===== src/sv/rgv_pkg.sv =====
// Shared types, constants and helper functions of the rotated grid view.
package rgv_pkg;

  localparam int MAX_DIM    = 16;
  localparam int POS_W      = 5;
  localparam int DIM_W      = $clog2(MAX_DIM + 1);
  localparam int CW         = $clog2(MAX_DIM);
  localparam int GAW        = 2 * CW;
  localparam int GRID_N     = MAX_DIM * MAX_DIM;
  localparam int DIAG_N     = 2 * MAX_DIM - 1;
  localparam int DAW        = $clog2(DIAG_N);
  localparam int ROT_W      = 4;
  localparam int CHAR_W     = 8;
  localparam int CFG_IDX_W  = 2;
  localparam int CFG_DATA_W = 5;

  localparam logic KIND_WRITE = 1'b0;
  localparam logic KIND_READ  = 1'b1;

  localparam logic [CFG_IDX_W-1:0] CFG_ROW_COUNT = 2'd0;
  localparam logic [CFG_IDX_W-1:0] CFG_COL_COUNT = 2'd1;
  localparam logic [CFG_IDX_W-1:0] CFG_ROTATION  = 2'd2;

  localparam logic [CHAR_W-1:0] CHAR_NUL   = 8'h00;
  localparam logic [CHAR_W-1:0] CHAR_SPACE = 8'h20;
  localparam logic [CHAR_W-1:0] CHAR_TAB   = 8'h09;
  localparam logic [CHAR_W-1:0] CHAR_CR    = 8'h0D;

  typedef logic [MAX_DIM-1:0] lane_mask_t;

  typedef struct packed {
    logic              grid_we;
    logic [GAW-1:0]    grid_addr;
    logic [DAW-1:0]    anti_addr;
    logic [DAW-1:0]    diag_addr;
    logic [CW-1:0]     col;
    logic [CHAR_W-1:0] value;
  } mem_req_t;

  typedef struct packed {
    logic       outside;
    logic       filled;
    logic       plain_end;
    logic       half;
    logic       use_diag;
    lane_mask_t check;
  } view_t;

  function automatic logic is_nonblank(input logic [CHAR_W-1:0] b);
    is_nonblank = !((b == CHAR_NUL) || (b == CHAR_SPACE) ||
                    ((b >= CHAR_TAB) && (b <= CHAR_CR)));
  endfunction

  function automatic logic [CHAR_W-1:0] printed(input logic [CHAR_W-1:0] b);
    printed = (b == CHAR_NUL) ? CHAR_SPACE : b;
  endfunction

endpackage


===== src/sv/rgv_map.sv =====
// Position mapping: view classification, store addresses and the line-end lane mask.
module rgv_map (
  input  logic                         kind,
  input  logic [rgv_pkg::POS_W-1:0]    row_pos,
  input  logic [rgv_pkg::POS_W-1:0]    col_pos,
  input  logic [rgv_pkg::CHAR_W-1:0]   cell_value,
  input  logic [rgv_pkg::DIM_W-1:0]    row_count,
  input  logic [rgv_pkg::DIM_W-1:0]    col_count,
  input  logic [rgv_pkg::ROT_W-1:0]    rotation_steps,
  output rgv_pkg::mem_req_t            req,
  output rgv_pkg::view_t               view
);

  localparam int AW = rgv_pkg::POS_W + 2;

  function automatic logic [rgv_pkg::DIM_W-1:0] clamp_dim(
    input logic [rgv_pkg::DIM_W-1:0] v
  );
    if (v == '0) begin
      clamp_dim = rgv_pkg::DIM_W'(1);
    end else if (v > rgv_pkg::DIM_W'(rgv_pkg::MAX_DIM)) begin
      clamp_dim = rgv_pkg::DIM_W'(rgv_pkg::MAX_DIM);
    end else begin
      clamp_dim = v;
    end
  endfunction

  logic [rgv_pkg::DIM_W-1:0] dim_r, dim_c, r2, c2;
  logic [1:0]                q;
  logic                      half;
  logic [AW-1:0]             i, j, n, rm1, sum, x2, y2, xs, ys, orow_w, ocol_w;
  logic [AW-1:0]             kk, d7, r7, c7;
  logic                      plain_out, dia_out, dia_empty, in_range, on_line, after;
  logic [rgv_pkg::CW-1:0]    orow, ocol;
  logic [rgv_pkg::DAW-1:0]   anti, diag;

  always_comb begin
    dim_r = clamp_dim(row_count);
    dim_c = clamp_dim(col_count);
    q     = rotation_steps[2:1];
    half  = rotation_steps[0];
    r2    = q[0] ? dim_c : dim_r;
    c2    = q[0] ? dim_r : dim_c;
    r7    = AW'(dim_r);
    c7    = AW'(dim_c);
    i     = AW'(row_pos);
    j     = AW'(col_pos);
    rm1   = AW'(r2) - AW'(1);
    n     = AW'(r2) + AW'(c2) - AW'(1);
    sum   = i + j;
    y2    = (sum - rm1) >> 1;
    x2    = (i + rm1 - j) >> 1;

    plain_out = (i >= AW'(r2)) || (j >= AW'(c2));
    dia_out   = (i >= n) || (j >= n);
    dia_empty = sum[0] ^ rm1[0] || (sum < rm1) || ((i + rm1) < j) ||
                (x2 >= AW'(r2)) || (y2 >= AW'(c2));

    xs = half ? x2 : i;
    ys = half ? y2 : j;
    case (q)
      2'd0: begin
        orow_w = xs;
        ocol_w = ys;
      end
      2'd1: begin
        orow_w = r7 - AW'(1) - ys;
        ocol_w = xs;
      end
      2'd2: begin
        orow_w = r7 - AW'(1) - xs;
        ocol_w = c7 - AW'(1) - ys;
      end
      default: begin
        orow_w = ys;
        ocol_w = c7 - AW'(1) - xs;
      end
    endcase

    if (kind == rgv_pkg::KIND_WRITE) begin
      orow = row_pos[rgv_pkg::CW-1:0];
      ocol = col_pos[rgv_pkg::CW-1:0];
    end else begin
      orow = orow_w[rgv_pkg::CW-1:0];
      ocol = ocol_w[rgv_pkg::CW-1:0];
    end
    in_range = (row_pos < rgv_pkg::POS_W'(rgv_pkg::MAX_DIM)) &&
               (col_pos < rgv_pkg::POS_W'(rgv_pkg::MAX_DIM));
    anti = rgv_pkg::DAW'(orow) + rgv_pkg::DAW'(ocol);
    diag = rgv_pkg::DAW'(ocol) + rgv_pkg::DAW'(rgv_pkg::MAX_DIM - 1) - rgv_pkg::DAW'(orow);

    req.grid_we   = (kind == rgv_pkg::KIND_WRITE) && in_range;
    req.grid_addr = {orow, ocol};
    req.anti_addr = anti;
    req.diag_addr = diag;
    req.col       = ocol;
    req.value     = cell_value;

    view.outside   = half ? dia_out : plain_out;
    view.filled    = !view.outside && !(half && dia_empty);
    view.plain_end = (j == AW'(c2) - AW'(1));
    view.half      = half;
    view.use_diag  = q[0];

    // later cells of the same output line, as columns of the stored grid
    d7 = q[0] ? AW'(diag) : AW'(anti);
    for (int k = 0; k < rgv_pkg::MAX_DIM; k++) begin
      kk = AW'(k);
      if (q[0]) begin
        on_line = (kk + AW'(rgv_pkg::MAX_DIM - 1) >= d7) &&
                  (kk + AW'(rgv_pkg::MAX_DIM - 1) < d7 + r7);
      end else begin
        on_line = (kk <= d7) && (kk + r7 > d7);
      end
      after = (q == 2'd0 || q == 2'd3) ? (kk > AW'(ocol)) : (kk < AW'(ocol));
      view.check[k] = (kk < c7) && on_line && after;
    end
  end

endmodule


===== src/sv/rgv_store.sv =====
// Grid memory and the two diagonal blank-mask memories with read-modify-write and forwarding.
module rgv_store (
  input  logic                        clk,
  input  logic                        rst,
  input  logic                        accept,
  input  rgv_pkg::mem_req_t           req,
  output logic [rgv_pkg::CHAR_W-1:0]  grid_q,
  output rgv_pkg::lane_mask_t         anti_q,
  output rgv_pkg::lane_mask_t         diag_q
);

  logic [rgv_pkg::CHAR_W-1:0] grid_mem [rgv_pkg::GRID_N];
  rgv_pkg::lane_mask_t        anti_mem [rgv_pkg::DIAG_N];
  rgv_pkg::lane_mask_t        diag_mem [rgv_pkg::DIAG_N];

  logic [rgv_pkg::CHAR_W-1:0] grid_rd;
  rgv_pkg::lane_mask_t        anti_rd, diag_rd, anti_new, diag_new, fw_anti, fw_diag;
  logic                       wr_s1, fw_valid, nb1;
  logic [rgv_pkg::DAW-1:0]    anti_a1, diag_a1, fw_anti_addr, fw_diag_addr;
  logic [rgv_pkg::CW-1:0]     col1;

  // grid write at accept, registered reads
  always_ff @(posedge clk) begin
    if (accept && req.grid_we) begin
      grid_mem[req.grid_addr] <= req.value;
    end
    grid_rd <= grid_mem[req.grid_addr];
    anti_rd <= anti_mem[req.anti_addr];
    diag_rd <= diag_mem[req.diag_addr];
  end

  // write back modified masks in the cycle after the request
  always_ff @(posedge clk) begin
    if (wr_s1) begin
      anti_mem[anti_a1] <= anti_new;
      diag_mem[diag_a1] <= diag_new;
    end
  end

  always_ff @(posedge clk) begin
    if (rst) begin
      wr_s1    <= 1'b0;
      fw_valid <= 1'b0;
    end else begin
      wr_s1    <= accept && req.grid_we;
      fw_valid <= wr_s1;
    end
    anti_a1      <= req.anti_addr;
    diag_a1      <= req.diag_addr;
    col1         <= req.col;
    nb1          <= rgv_pkg::is_nonblank(req.value);
    fw_anti_addr <= anti_a1;
    fw_diag_addr <= diag_a1;
    fw_anti      <= anti_new;
    fw_diag      <= diag_new;
  end

  always_comb begin
    grid_q   = grid_rd;
    anti_q   = (fw_valid && fw_anti_addr == anti_a1) ? fw_anti : anti_rd;
    diag_q   = (fw_valid && fw_diag_addr == diag_a1) ? fw_diag : diag_rd;
    anti_new = anti_q;
    diag_new = diag_q;
    anti_new[col1] = nb1;
    diag_new[col1] = nb1;
  end

endmodule


===== src/sv/rotated_grid_view_45_steps_unit.sv =====
// Top level of the rotated grid view: configuration, pipeline and result register.
// A read shows its word on the result ports via the s1 and result registers; writes give none.
// Throughput: one word per cycle, busy stays low; a stored cell is one grid memory read,
// and half-step line ends come from one diagonal blank-mask read, rewritten after each write.
// Reset: rst clears the pipeline and sets row_count 1, col_count 1, rotation_steps 0;
// the memories hold undefined data until written. The receiver cannot stall.
module rotated_grid_view_45_steps_unit (
  input  logic                             clk,
  input  logic                             rst,
  input  logic                             start,
  output logic                             busy,
  input  logic                             kind,
  input  logic [rgv_pkg::POS_W-1:0]        row_pos,
  input  logic [rgv_pkg::POS_W-1:0]        col_pos,
  input  logic [rgv_pkg::CHAR_W-1:0]       cell_value,
  input  logic                             cfg_write,
  input  logic [rgv_pkg::CFG_IDX_W-1:0]    cfg_index,
  input  logic [rgv_pkg::CFG_DATA_W-1:0]   cfg_data,
  output logic                             done,
  output logic [rgv_pkg::CHAR_W-1:0]       out_char,
  output logic                             is_filled,
  output logic                             line_end,
  output logic                             outside
);

  logic [rgv_pkg::DIM_W-1:0]  row_count, col_count;
  logic [rgv_pkg::ROT_W-1:0]  rotation_steps;
  logic                       accept, s1_valid;
  rgv_pkg::mem_req_t          req;
  rgv_pkg::view_t             view, s1_view;
  logic [rgv_pkg::CHAR_W-1:0] grid_q, char_next;
  rgv_pkg::lane_mask_t        anti_q, diag_q, lane_sel;
  logic                       filled_next, end_next, outside_next;

  assign busy   = 1'b0;
  assign accept = start && !busy;

  always_ff @(posedge clk) begin
    if (rst) begin
      row_count      <= rgv_pkg::DIM_W'(1);
      col_count      <= rgv_pkg::DIM_W'(1);
      rotation_steps <= '0;
    end else if (cfg_write) begin
      case (cfg_index)
        rgv_pkg::CFG_ROW_COUNT: row_count      <= cfg_data[rgv_pkg::DIM_W-1:0];
        rgv_pkg::CFG_COL_COUNT: col_count      <= cfg_data[rgv_pkg::DIM_W-1:0];
        rgv_pkg::CFG_ROTATION:  rotation_steps <= cfg_data[rgv_pkg::ROT_W-1:0];
        default: ;
      endcase
    end
  end

  rgv_map u_map (
    .kind           (kind),
    .row_pos        (row_pos),
    .col_pos        (col_pos),
    .cell_value     (cell_value),
    .row_count      (row_count),
    .col_count      (col_count),
    .rotation_steps (rotation_steps),
    .req            (req),
    .view           (view)
  );

  rgv_store u_store (
    .clk    (clk),
    .rst    (rst),
    .accept (accept),
    .req    (req),
    .grid_q (grid_q),
    .anti_q (anti_q),
    .diag_q (diag_q)
  );

  always_ff @(posedge clk) begin
    if (rst) begin
      s1_valid <= 1'b0;
    end else begin
      s1_valid <= accept && (kind == rgv_pkg::KIND_READ);
    end
    s1_view <= view;
  end

  always_comb begin
    lane_sel = s1_view.use_diag ? diag_q : anti_q;
    if (s1_view.outside) begin
      char_next    = rgv_pkg::CHAR_NUL;
      filled_next  = 1'b0;
      end_next     = 1'b0;
      outside_next = 1'b1;
    end else if (!s1_view.filled) begin
      char_next    = rgv_pkg::CHAR_SPACE;
      filled_next  = 1'b0;
      end_next     = 1'b0;
      outside_next = 1'b0;
    end else begin
      char_next    = rgv_pkg::printed(grid_q);
      filled_next  = 1'b1;
      end_next     = s1_view.half ?
                     (rgv_pkg::is_nonblank(grid_q) && ((lane_sel & s1_view.check) == '0)) :
                     s1_view.plain_end;
      outside_next = 1'b0;
    end
  end

  always_ff @(posedge clk) begin
    if (rst) begin
      done <= 1'b0;
    end else begin
      done <= s1_valid;
    end
    out_char  <= char_next;
    is_filled <= filled_next;
    line_end  <= end_next;
    outside   <= outside_next;
  end

endmodule


===== config.mk =====
export PLATFORM = sky130hd
export DESIGN_NAME = rotated_grid_view_45_steps_unit
export DESIGN_NICKNAME = d
export VERILOG_FILES = /design/src/sv/rgv_pkg.sv /design/src/sv/rgv_map.sv /design/src/sv/rgv_store.sv /design/src/sv/rotated_grid_view_45_steps_unit.sv
export SDC_FILE = /design/constraint.sdc
export NUM_CORES = 2
export LEC_CHECK = 0
export BUFFER_PORTS_ARGS = -buffer_cell sky130_fd_sc_hd__buf_4
export CORE_UTILIZATION = 60
export DETAILED_ROUTE_END_ITERATION = 8
export MAX_ROUTING_LAYER = met4
export PLACE_DENSITY_LB_ADDON = 0.25
export SYNTH_ARGS = -nofsm -noshare
export SYNTH_HDL_FRONTEND = slang
export SYNTH_HIERARCHICAL = 1
export SYNTH_SLANG_ARGS = --single-unit

===== constraint.sdc =====
create_clock -name clk -period 12.3 [get_ports clk]
set_clock_uncertainty 0.1 [all_clocks]
set_input_delay 3.075 -clock clk [delete_from_list [all_inputs] [get_ports clk]]
set_output_delay 3.075 -clock clk [all_outputs]
set_load 0.005 [all_outputs]

==> results by group <==
Status
  • Status: complete, no violations

Final layout
  • Non-Filler Instances: 9,570
  • Nets: 6,697
  • Share of layout cells above drive strength 1: 25.8%
  • Fillers: 13,006
  • Fin util: 67.4%
  • Area growth, synth to finish: 11.4%

Power and ir drop
  • Internal: 0.0196 W
  • Switching share of power: 24.8%
  • Leakage power: between 40 and 50 nW
  • Power, Total: 0.0260 W
  • PD cells: 184 mW/mm2
  • Combinational power share: 14.9%
  • Flop pwr share: 48.7%
  • NetSw: 0.00647 W
  • Clock power frac: 36.4%
  • VDD IR max: 169 uV

Global routing
  • Initial antenna violation count: 10
  • Largest net degree at the start of global routing: 175
  • Global-route wire length before repair: 436,000 um
  • Vias in the first global route: approximately 64,000
  • Tot GR Track Use: 29.4%
  • Grt ovf: 0

Min path
  • Hold Crit Class: register to register
  • Hold path startpoint: u_store/diag_a1[1]
  • Worst hold path depth: 0
  • Worst hold endpoint: u_store/fw_diag_addr[1]

Synth
  • Post-synthesis average cell area: 20.1 um2
  • Synth Warn #: 6
  • Syn Inst Count: around 6,300
  • Synthesized area: 0.127 mm2

STA
  • Crit path time final: 10,410 ps
  • RSZ-0062 raised after global routing: no
  • Setup TNS: 0 ps
  • Final worst path period share: between 80% and 90%
  • Final setup fails: 0
  • Slew @ Worst Pin: 1440 ps
  • Top achievable clock speed: 96.1 MHz
  • Slew headroom: roughly 4.2%
  • Final hold vios: 0
  • Slew Viols, Final: 0
  • Final hold slack: between 300 and 400 ps

Die
  • Num rows: 168
  • Chip Height: 462 um
  • Die width: 462 um
  • Initial Util: 60.5%
  • Ports: 43
  • Core box area: 0.210 mm2
  • Die Area: 0.213 mm2

Route
  • Via count: 63,945
  • WL per Instance: 31.4 um
  • DRT iter0 DRCs: 7,502
  • WL final: roughly 300,000 um
  • Final ANT Viol Nets: 0
  • TritonRoute pass-1 iters: 6
  • Vias per inst: ~6.7
  • Residual DRC: 0

Clock tree
  • CTS Buffer Depth: 4
  • TritonCTS Sinks: 3,186
  • Hold-fix buffers at CTS: 0
  • Post-CTS Setup Inserts: 0
  • Post-CTS sizing: 0
  • Skew-Pair Late Insertion Delay: 950 ps
  • Num CTS Buffers: 326
  • CTS tree: built
  • Clk root buf: clkbuf_16
  • H-tree depth: 5
  • Clock transition at path regs: 60 ps

Flow run
  • Max cap viols: 0

Setup path
  • Most Frequent Cell on Critical Path: ha_1
  • Worst R2R Path Depth: 35
  • R2r endpoint: s1_view[15]
  • Crit path DAT: 11,080 ps
  • Critical Path RT: ~13,000 ps
  • Startpoint types: primary input
  • Max stage delay on crit path: about 600 ps
  • CP bufs+invs: 4
  • Crit-path max FO: 17
  • Worst path slowest cell: a21oi_2
  • Delay-heaviest family, CP: compound AO/OA/AOI/OAI gates
  • CP Class: primary input to register
  • Crit. path cell count: 29
  • R2r setup slk: 2130 ps
  • Worst reg2reg path startpoint: row_count[1]
  • Crit. End Element: register

Place
  • Number of port buffers: between 40 and 50
  • Placed Cells: 8,995
  • DP Wirelength: 175,000 um
  • Routability cong.: 0.926
## sequential cells by signal, summed over array words and instances (netlist names), 16 cells and up
name              flops
s1_view              21
u_store/anti_mem    496
u_store/anti_rd      16
u_store/diag_mem    496
u_store/diag_rd      16
u_store/fw_anti      16
u_store/fw_diag      16
u_store/grid_mem   2048
## cell usage in the layout, fill, tap and decap left out, types with 17 or more instances in the layout
master	n
edfxtp_1	3040
mux4_2	801
nor2_1	340
clkbuf_16	335
a22oi_1	264
buf_4	222
a21oi_1	208
dfxtp_1	146
ha_1	137
nand2_1	120
mux2_2	106
o21ai_0	80
inv_1	79
clkinv_2	66
nor2_2	63
clkinv_1	62
mux2i_1	57
clkbuf_1	55
a21o_1	38
nand3_1	33
xnor2_1	32
nor2b_1	28
xor2_1	26
bufinv_16	24
nor3_1	20
nand2b_1	19
nand4_1	18
o41ai_1	18
clkbuf_8	17
## how the worst max path moves through the flow
stage,start,endpoint
2_1_floorplan,row_pos[0],s1_view[12]
3_3_place_gp,row_pos[0],u_store/grid_q[1]
3_5_place_dp,row_pos[0],s1_view[15]
4_1_cts,row_pos[0],s1_view[15]
5_1_grt,row_pos[0],s1_view[15]
6_report,row_pos[0],s1_view[15]
## per-layer routing
layer	routed length (um)	part of all wire, %	vias to the layer above	GRT usage (%)
met5	0	0	-	-
met4	12400	4.1	0	11.3
met3	26600	8.8	653	4.42
met2	148000	49	3404	46.0
met1	113000	38	33393	39.6
li1	-	-	26495	-
## through the flow
step | cell area (um2) | setup WS (ps)
2_1_floorplan | 127000 | 2170
3_3_place_gp | 131000 | 1080
3_5_place_dp | 131000 | 1230
4_1_cts | 141000 | 2240
5_1_grt | 141000 | 1520
6_report | 141000 | 1890
## layout make-up
class / instances / area [um2] / area share (%)
Sequential cell: 3186 / 94200 / 66.6
Antenna cell: 4 / 10.0 / 0.00708
Clock inverter: 172 / 1450 / 1.03
Inverter: 83 / 322 / 0.227
Clock buffer: 399 / 8710 / 6.16
Multi-Input combinational cell: 2678 / 31200 / 22.1
Timing Repair Buffer: 243 / 2040 / 1.44
Tap cell: 2805 / 3510 / 2.48
## power by group through the flow
| stage | combinational, W | sequential [W] | clock [W] |
|---|---|---|---|
| 6_report | 0.00388 | 0.0127 | 0.00947 |
| 5_1_grt | 0.00412 | 0.0127 | 0.00999 |
| 4_1_cts | 0.00389 | 0.0127 | 0.00959 |
| 3_5_place_dp | 0.00387 | 0.0129 | 0 |
| 3_3_place_gp | 0.00378 | 0.0129 | 0 |
| 2_1_floorplan | 0.00261 | 0.0128 | 0 |
No activity file was read; power rests on OpenSTA's default activity.
